`config.mk`:
```
export PLATFORM = sky130hd
export DESIGN_NAME = srbd_send_chain
export DESIGN_NICKNAME = d
export VERILOG_FILES = /design/src/assert_macros.svh /design/src/srbd_pkg.sv /design/src/srbd_send_chain.sv
export SDC_FILE = /design/constraint.sdc
export NUM_CORES = 1
export LEC_CHECK = 0
export ABC_CLOCK_PERIOD_IN_PS = 2800
export BUFFER_PORTS_ARGS = -buffer_cell sky130_fd_sc_hd__buf_4
export CELL_PAD_IN_SITES_DETAIL_PLACEMENT = 1
export CELL_PAD_IN_SITES_GLOBAL_PLACEMENT = 1
export CORE_AREA = 2 2 325 327
export DETAILED_ROUTE_END_ITERATION = 16
export DIE_AREA = 0 0 327 329
export PLACE_DENSITY_LB_ADDON = 0.12
export REMOVE_ABC_BUFFERS = 1
export SLEW_MARGIN = 5
export SYNTH_ARGS = -nofsm -noshare
export SYNTH_HDL_FRONTEND = slang
export SYNTH_SLANG_ARGS = --single-unit
```
`constraint.sdc`:
```
create_clock -name vclk -period 2.8
set_input_delay 0.28 -clock vclk [all_inputs]
set_output_delay 0.28 -clock vclk [all_outputs]
set_load 0.01 [all_outputs]
```
`src/assert_macros.svh`:
```
// Assertion macros shared by the routing block.
// Depends on nothing; the bodies are empty when SYNTHESIS is defined.
`ifndef ASSERT_MACROS_SVH
`define ASSERT_MACROS_SVH

`ifndef SYNTHESIS

// Condition that must hold at every clock edge outside reset.
`define SRBD_ASSERT(lbl, clk, rst_n, cond) \
    lbl: assert property (@(posedge clk) disable iff (!(rst_n)) (cond)) \
        else $error("%m: check failed");

// Antecedent implies consequent in the same cycle.
`define SRBD_ASSERT_IMP(lbl, clk, rst_n, ante, cons) \
    lbl: assert property (@(posedge clk) disable iff (!(rst_n)) (ante) |-> (cons)) \
        else $error("%m: check failed");

// Antecedent implies consequent in the next cycle.
`define SRBD_ASSERT_NXT(lbl, clk, rst_n, ante, cons) \
    lbl: assert property (@(posedge clk) disable iff (!(rst_n)) (ante) |=> (cons)) \
        else $error("%m: check failed");

`else

`define SRBD_ASSERT(lbl, clk, rst_n, cond)
`define SRBD_ASSERT_IMP(lbl, clk, rst_n, ante, cons)
`define SRBD_ASSERT_NXT(lbl, clk, rst_n, ante, cons)

`endif

`endif

```
`src/srbd_pkg.sv`:
```
`timescale 1ns / 1ps
// Types and constants of the send/return routing block.
// No dependencies.
package srbd_pkg;

    localparam int MAX_SENDS        = 8;
    localparam int DELAY_FIELD_BITS = 5;
    localparam int ROUTE_BITS       = 64;
    localparam int DELAY_REG_BITS   = 40;
    localparam int CFG_BITS         = 64;

    localparam logic [DELAY_FIELD_BITS-1:0] MIN_DELAY    = 5'd2;
    // Delay of two frames in every send
    localparam logic [DELAY_REG_BITS-1:0]   BYPASS_RESET = 40'd70936234050;

    typedef enum logic [1:0] {
        CFG_ROUTE_MASK       = 2'd0,
        CFG_BYPASS_DELAYS    = 2'd1,
        CFG_RETURN_CONNECTED = 2'd2
    } t_cfg_idx;

    typedef struct packed {
        logic                 run;
        logic [MAX_SENDS-1:0] connected;
        logic [MAX_SENDS-1:0] routed;
    } t_stage_ctrl;

endpackage

```
`src/srbd_send_chain.sv`:
```
`timescale 1ns / 1ps
// Walk of one sample through the send stages, given returns and history reads.
// Depends on srbd_pkg.
module srbd_send_chain #(
    parameter int SEND_COUNT  = 8,
    parameter int SAMPLE_BITS = 24
) (
    input  srbd_pkg::t_stage_ctrl          i_ctrl,
    input  logic signed [SAMPLE_BITS-1:0]  i_sample,
    input  logic signed [SAMPLE_BITS-1:0]  i_ret      [srbd_pkg::MAX_SENDS],
    input  logic signed [SAMPLE_BITS-1:0]  i_hist     [srbd_pkg::MAX_SENDS],
    output logic signed [SAMPLE_BITS-1:0]  o_value,
    output logic [srbd_pkg::MAX_SENDS-1:0] o_written,
    output logic signed [SAMPLE_BITS-1:0]  o_send     [srbd_pkg::MAX_SENDS],
    output logic signed [SAMPLE_BITS-1:0]  o_stage_in [srbd_pkg::MAX_SENDS]
);

    always_comb begin
        logic signed [SAMPLE_BITS-1:0] v;
        v         = i_sample;
        o_written = '0;
        for (int s = 0; s < srbd_pkg::MAX_SENDS; s++) begin
            o_send[s]     = '0;
            o_stage_in[s] = '0;
        end
        for (int s = 0; s < SEND_COUNT; s++) begin
            o_stage_in[s] = v;
            if (i_ctrl.connected[s]) begin
                if (i_ctrl.routed[s]) begin
                    o_send[s]    = v;
                    o_written[s] = 1'b1;
                    v            = i_ret[s];
                end else begin
                    v = i_hist[s];
                end
            end
        end
        o_value = v;
        // A frame tick drives nothing
        if (!i_ctrl.run) begin
            o_value   = '0;
            o_written = '0;
            for (int s = 0; s < srbd_pkg::MAX_SENDS; s++) begin
                o_send[s] = '0;
            end
        end
    end

endmodule

```
==> out/qor.yml, run 1 <==
setup_path:
  endpoint_kind: "output port"
  crit_path_max_incr_delay_ps: 480
  crit_chain: "buf_4, buf_12, mux2_2, a22oi_2, o21ai_1, o31ai_2, o22ai_1, buf_4"
  path_buf_inv: 3
  start_kind: "input pin"
  critPathSlowestCell: "o31ai_2"
  cp.required_ps: 2520
  cp_max_fo: 14
  crit_top_cell: "buf_4"
  crit_arrival_ps: 2390
  path_delay_family: "compound AO/OA/AOI/OAI gates"
  critical_path_class: "in -> out"
routing:
  final_antenna_net_count: 0
  firstDrtPassIters: 4
  drcViolationCount: 0
  viasPerCell: 3.375
  totalWireLength_microns: 82800
  detail_route.wl_per_cell_microns: 25.45
  drt_iter0_drc: 315
  via_count: 10980
pwr:
  p_sw_mw: 1.664
  powerDensity_nw_per_um2: 202.5
  leakagePower_nw: 8.387
  vdd_drop_max_mv: 0.07699
  clock_power_share_pct: 0
  p_int_mw: 1.505
  pwr-share-comb_pct: 100.0
  swShare_pct: 52.51
  seq_power_share_pct: 0
logic_synthesis:
  synth_largest_area_cell: "mux2i_1"
  syn-cell-area_sq_um: 7282
  syn_avg_cell_area_sq_um: 7.077
  yosys_warnings: 0
  ys_types: 35
  netlist_instances: 1029
  synth_seq_area_share_pct: 0
  synth_top_cell_area_share_pct: 19.79
  synthTopCellsByArea: "mux2i_1 20%, mux2_2 8.0%, o21a_1 7.4%, o211a_1 6.6%, nand2_1 6.2%"
sta:
  worstMarginPinSlew_ps: 868.4
  rsz0062_at_grt: "false"
  slew_viol_final: 0
  fin_hold_ws_ps: 756.9
  period_minus_slack_ps: 2666
  period_share_pct: 95.22
  clock.fmax_mhz: 375.1
  maxSlewHeadroom_pct: 41.72
  hold_viol_final: 0
  setup_viol: 0
flow_run:
  drv_cap: 0
finish:
  final_common_cell: "buf_4"
  drive_gt1_share_pct: 61.06
  final-seq-area_sq_um: 0
  syn_to_final_growth_pct: 114.9
  layout.nets: 2276
  design_area_sq_um: 15650
  mostFrequentLayoutCells: "927 x buf_4, 143 x mux2i_1, 121 x nand2_1"
  seq_cells: 0
  clkbuf_count: 0
placement:
  gp_congestion: 0.8457
  placed_area_sq_um: 15610
  io_buffers: 841
  dpl.hpwl_microns: 72380
cts:
  post_cts_buffers: 0
  hold_buffers: 0
floorplanning:
  design.core.area_sq_um: 104400
  chipWidth_microns: 327
  die_h_microns: 329
  num_rows: 119
  start_util_pct: 6.977
  die_area_sq_um: 107600
  io_pins: 841
grt:
  grt_pass1_wl_microns: 106200
  antenna_found_initial: 13
  grtUsageTotal_pct: 14.31
  grt-ovfl-total: 0
  grt_pass1_vias: 11770
  grt_max_degree: 74
run_status:
  status: "finished, final reports clean"
min_path:
  min-delay-path-class: "in -> out"
power groups by stage:
| stage | Combinational [mW] | Clock, mW | Sequential, mW |
|---|---|---|---|
| global placement | 3.25 | 0 | 0 |
| detailed placement | 3.24 | 0 | 0 |
| finish | 3.17 | 0.000000185 | 0 |
| floorplan | 1.11 | 0 | 0 |
| CTS | 3.25 | 0 | 0 |
| global route | 3.40 | 0.000000385 | 0 |
final cells by class:
type,count,area (sq um)
fill,12530,88720
timing repair buffer,941,7239
multi-input combinational,831,6350
tap,1391,1740
inverter,77,289.0
antenna,13,32.53
Yosys cell counts (all sizes together):
master / n
mux2i: 144
nand2: 121
nor2: 97
inv: 76
and2: 72
mux2: 72
o21a: 72
o21ai: 71
buf: 68
clkbuf: 53
o211a: 48
or2: 25
a21o: 24
o22ai: 24
o31ai: 24
a22oi: 23
nand3: 5
and3: 3
nand2b: 2
a221o: 1
clkinv: 1
nor3b: 1
nor4b: 1
or4: 1
worst paths after layout:
check / endpoint / from / depth (start not counted) / slack (ps)
worst min-delay path: o_stage_in[185] / i_sample[17] / 2 / 760
worst max-delay path: o_value[11] / i_ctrl[4] / 8 / 130
logic make-up (layout without fill, tap and decap cells):
kind of cell	count (synthesis)	count (layout)	synth area share, %
other cells	0	13	0
compound gates	287	287	33.06
buf+inv	198	1018	13.21
simple gates	328	328	21.77
mux	216	216	31.96
metrics by stage:
stage	setup slack (ps)	utilization (%)	setup TNS, ps	power (mW)	instances
6_report	133.8	15.00	0	3.169	3253
5_1_grt	23.31	14.98	0	3.396	3248
4_1_cts	7.611	14.96	0	3.254	3240
3_5_place_dp	-13.10	14.96	-13.10	3.240	3240
3_3_place_gp	-0.5536	14.96	-0.5536	3.248	3240
2_1_floorplan	669.4	-	0	1.112	908
timing repair:
item | 4_1_cts | 5_1_grt
gates resized for setup | 1 | 1
pin swaps | 0 | 0
endpoints found under the hold margin | 0 | 0
endpoints found under the setup margin | 1 | 2
per-layer routing:
metal	track usage (%)	part of all wire, %	vias up
li1	-	-	5224
met1	17.58	42	5342
met2	26.45	52	379
met3	2.421	4.9	29
met4	2.024	0.96	4
met5	0	0.031	-
No activity file was read; power rests on OpenSTA's default activity.
==> inputs of run 2 (changes only) <==
ABC_CLOCK_PERIOD_IN_PS = 2600   (was 2800)
CORE_AREA = 2 2 330 332   (was 2 2 325 327)
DIE_AREA = 0 0 332 334   (was 0 0 327 329)
clock period = 2.6 ns   (was 2.8 ns; I/O delays follow)
==> run 2 against run 1 <==
Net effect: cell count grew 0.86%; die area grew 3.1%; final area grew 1.4%; routed wire length shrank 1.4%.
==> out/qor.yml, run 2 (synthesis results as in run 1) <==
grt:
  met3_usage_pct: 3.207  # +0.79 points
  grt-ovfl-total: 0  # unchanged
  antenna_found_initial: 9  # -4
  grt_max_degree: 74  # unchanged
  grtUsageTotal_pct: 13.79  # -0.52 points
  grt_pass1_vias: 12030  # +2.3%
  met1_usage_pct: 16.58  # -0.99 points
  grt_pass1_wl_microns: 106500  # +0.23%
  use_met2_pct: 25.58  # -0.87 points
  busiest_layer: "met2"
pwr:
  vdd_drop_max_mv: 0.06470  # -16%
  p_int_mw: 1.668  # +11%
  p_sw_mw: 1.794  # +7.8%
  leakagePower_nw: 8.475  # +1.0%
  swShare_pct: 51.83  # -0.68 points
  seq_power_share_pct: 0  # unchanged
  total_power_mw: 3.462  # +9.2%
  powerDensity_nw_per_um2: 218.2  # +7.8%
  pwr-share-comb_pct: 100.0  # about the same
  clock_power_share_pct: 0  # unchanged
cts:
  hold_buffers: 0  # unchanged
  post_cts_buffers: 0  # unchanged
routing:
  final_antenna_net_count: 0  # unchanged
  viasPerCell: 3.377  # about the same
  drcViolationCount: 0  # unchanged
  firstDrtPassIters: 4  # unchanged
  via_count: 11080  # +0.94%
  detail_route.wl_per_cell_microns: 24.88  # -2.3%
  drt_iter0_drc: 395  # +25%
  totalWireLength_microns: 81620  # -1.4%
setup_path:
  endpoint_kind: "output port"
  critical_path_class: "in -> out"
  crit_arrival_ps: 2240  # -150 ps
  cp_max_fo: 10  # -4
  cp.required_ps: 2340  # -180 ps
  start_kind: "input pin"
finish:
  drive_gt1_share_pct: 61.18  # +0.12 points
  syn_to_final_growth_pct: 117.8
  final_core_util_pct: 14.72  # -0.28 points
  final-seq-area_sq_um: 0  # unchanged
  mostFrequentLayoutCells: "928 x buf_4, 144 x mux2i_1, 121 x nand2_1"
  fin_cells: 3281  # +0.86%
  final_common_cell: "buf_4"
  layout.nets: 2287  # +0.48%
  seq_cells: 0  # unchanged
  fill_cells: 12970  # +3.5%
  clkbuf_count: 0  # unchanged
floorplanning:
  die_area_sq_um: 110900  # +3.1%
  chipWidth_microns: 332  # +1.5%
  io_pins: 841  # unchanged
  num_rows: 121  # +1.7%
  start_util_pct: 6.756  # -0.22 points
  design.core.area_sq_um: 107800  # +3.3%
  die_h_microns: 334  # +1.5%
placement:
  io_buffers: 841  # unchanged
  gp_congestion: 0.8096  # -4.3%
  dpl.hpwl_microns: 72060  # -0.44%
  dp.cells: 3274  # +1.0%
sta:
  slew_viol_final: 0  # unchanged
  maxSlewHeadroom_pct: 50.22  # +8.5 points
  hold_viol_final: 0  # unchanged
  clock.fmax_mhz: 400.0
  period_minus_slack_ps: 2500
  setup_viol: 0  # unchanged
  fin_hold_ws_ps: 716.1  # -40.76 ps
  rsz0062_at_grt: "false"
  period_share_pct: 96.15
  worstMarginPinSlew_ps: 741.7  # -126.7 ps
run_status:
  status: "finished, final reports clean"
min_path:
  min-delay-path-class: "in -> out"
  holdPathStages: 2  # unchanged
flow_run:
  drv_cap: 0  # unchanged
-- run 2: layout make-up --
type               count  area, sq um  area share (%)
diodes                 7        17.52          0.1104
inverters             77        289.0           1.822
multi-input cells    831         6340           39.97
well taps           1414         1769           11.15
repair buffers       952         7447           46.95
-- run 2: timing repair --
action                                 CTS  global route
resized for setup                        3             2
endpoints found under the hold margin    0             0
gates cloned                             0             0
setup endpoints to repair                3             5
-- run 2: metrics by stage --
stage          instance area (sq um)  worst slack (ps)  TNS [ps]
2_1_floorplan                   6609             509.4         0
3_3_place_gp                   15840            -43.56    -106.0
3_5_place_dp                   15840            -45.36    -92.63
4_1_cts                        15840             85.20         0
5_1_grt                        15850             5.822         0
6_report                       15860             100.1         0
-- run 2: power groups by stage --
stage | Clock, mW | Sequential [mW] | Combinational (mW)
final | 0.000000349 | 0 | 3.46
after global routing | 0.000000155 | 0 | 3.72
after CTS | 0 | 0 | 3.56
after detailed placement | 0 | 0 | 3.54
after global placement | 0 | 0 | 3.56
after floorplan | 0 | 0 | 1.20
-- run 2: layer usage --
| layer | routed length [microns] | share of wire, % | vias to the layer above |
|---|---|---|---|
| li1 | - | - | 5240 |
| met1 | 33150 | 41 | 5383 |
| met2 | 42090 | 52 | 426 |
| met3 | 5687 | 7.0 | 26 |
| met4 | 665 | 0.81 | 6 |
| met5 | 37 | 0.045 | - |
-- run 2: final timing paths --
check / start / endpoint / slack, ps
worst max-delay path: i_ctrl[4] / o_value[22] / 100
worst min-delay path: i_sample[17] / o_stage_in[185] / 720
-- run 2: worst max-delay path: stages --
cell     delay [ps]
buf_4           110
buf_4           220
mux2_2          370
a22oi_2         190
o21ai_1         290
o31ai_2         450
o22ai_1         160
buf_4           180
==> inputs of run 3 (changes only) <==
PLACE_DENSITY_LB_ADDON = 0.1   (was 0.12)
==> run 3 against run 2 <==
Net effect: core utilization rose by 0.14 points; combinational power barely moved; global-route usage rose by 0.11 points; clock-buffer cell count did not move; maximum frequency fell by 2.8%; cell count rose by 0.24%; first-iteration DRC count fell by 23%; flip-flop and latch count did not move; highest routed layer is now met4.
==> out/qor.yml, run 3 (synthesis results as in run 1) <==
run_status:
  status: "finished, final reports clean"
finish:
  fill_cells: 13000  # +0.29%
  multi_input_area_sq_um: 6369  # +0.45%
  mostFrequentLayoutCells: "933 x buf_4, 144 x mux2i_1, 121 x nand2_1"
  final_common_cell: "buf_4"
  final_core_util_pct: 14.86  # +0.14 points
  layout.nets: 2297  # +0.44%
  seq_cells: 0  # unchanged
  syn_to_final_growth_pct: 119.9
  design_area_sq_um: 16020  # +0.96%
  clkbuf_count: 0  # unchanged
  drive_gt1_share_pct: 61.55  # +0.37 points
  final-seq-area_sq_um: 0  # unchanged
grt:
  antenna_found_initial: 8  # -1
  grt_pass1_wl_microns: 107400  # +0.91%
  grtUsageTotal_pct: 13.89  # +0.11 points
  grt-ovfl-total: 0  # unchanged
  grt_pass1_vias: 12170  # +1.1%
  grt_max_degree: 74  # unchanged
floorplanning:
  chipWidth_microns: 332  # unchanged
  start_util_pct: 6.756  # unchanged
  design.core.area_sq_um: 107800  # unchanged
  die_area_sq_um: 110900  # unchanged
  die_h_microns: 334  # unchanged
  io_pins: 841  # unchanged
  num_rows: 121  # unchanged
pwr:
  leakagePower_nw: 8.550  # +0.89%
  total_power_mw: 3.457  # -0.14%
  vdd_drop_max_mv: 0.06660  # +2.9%
  powerDensity_nw_per_um2: 215.9  # -1.1%
placement:
  place_ws_ps: -145.6  # -100.3 ps
  io_buffers: 841  # unchanged
  gp_congestion: 0.8103  # about the same
  dpl.hpwl_microns: 71890  # -0.23%
  placed_area_sq_um: 15970  # +0.80%
setup_path:
  startpoint: "i_ctrl[2]"
  cp.required_ps: 2340  # about the same
  critical_path_class: "in -> out"
  endpoint_kind: "output port"
  cp_max_fo: 10  # unchanged
  start_kind: "input pin"
  crit_arrival_ps: 2310  # +70 ps
routing:
  drt_iter0_drc: 306  # -23%
  firstDrtPassIters: 4  # unchanged
  detail_route.wl_per_cell_microns: 24.86  # about the same
  viasPerCell: 3.343  # -1.0%
  via_count: 11000  # -0.78%
  final_antenna_net_count: 0  # unchanged
  drcViolationCount: 0  # unchanged
  totalWireLength_microns: 81760  # +0.16%
sta:
  setup_viol: 0  # unchanged
  period_minus_slack_ps: 2571  # +71.23 ps
  clock.fmax_mhz: 388.9  # -2.8%
  worstMarginPinSlew_ps: 988.1  # +246.4 ps
  slew_viol_final: 0  # unchanged
  timing.final.ws_setup_ps: 28.85  # -71.23 ps
  rsz0062_at_grt: "false"
  maxSlewHeadroom_pct: 33.43  # -17 points
  hold_viol_final: 0  # unchanged
  period_share_pct: 98.89  # +2.7 points
min_path:
  min_from: "i_sample[22]"
  min-delay-path-class: "in -> out"
cts:
  hold_buffers: 0  # unchanged
  ctsResizeCount: 4  # +1
  post_cts_buffers: 0  # unchanged
flow_run:
  drv_cap: 0  # unchanged
## run 3: changes by cell type in the layout (fill, tap and decap cells not counted), sizes merged
cell / before / now
diode: 7 / 5
buf: 952 / 962
## run 3: routing by layer
metal	GRT usage [%]	routed length (microns)
met5	0	0
met2	26.72	43310
met1	16.57	33700
met4	0.6867	545
met3	2.546	4195
## run 3: final timing paths
check / cells after the start / slack (ps) / endpoint
max: 8 / 30 / o_send[26]
min: 2 / 720 / o_stage_in[190]
## run 3: report_power, final
group | switching (mW) | internal (mW) | total (mW)
Sequential | 0 | 0 | 0
Combinational | 1.78 | 1.68 | 3.46
Clock | 0 | 0.000000140 | 0.000000140
Total | 1.78 | 1.68 | 3.46
## run 3: area by class of cell
| cell class | count | share of cell area [%] |
|---|---|---|
| Timing Repair Buffer | 962 | 47.30 |
| Inverter | 77 | 1.805 |
| Multi-Input combinational cell | 831 | 39.77 |
| Tap cell | 1414 | 11.05 |
| Antenna cell | 5 | 0.07812 |
## run 3: critical path, cell delays in order
cell and delay [ps]:
buf_4 140, buf_12 160, mux2_2 350, a22oi_1 160, o21ai_0 390, or2_2 490, o211a_1 220, buf_4 140
## run 3: stage by stage
| stage | cells | hold WS, ps | setup TNS, ps |
|---|---|---|---|
| after detailed placement | 3284 | 723.7 | -210.7 |
| after floorplan | 908 | 520.0 | 0 |
| after CTS | 3284 | 724.9 | 0 |
| final | 3289 | 721.5 | 0 |
| after global routing | 3286 | 726.5 | 0 |
| after global placement | 3284 | 723.8 | -222.4 |
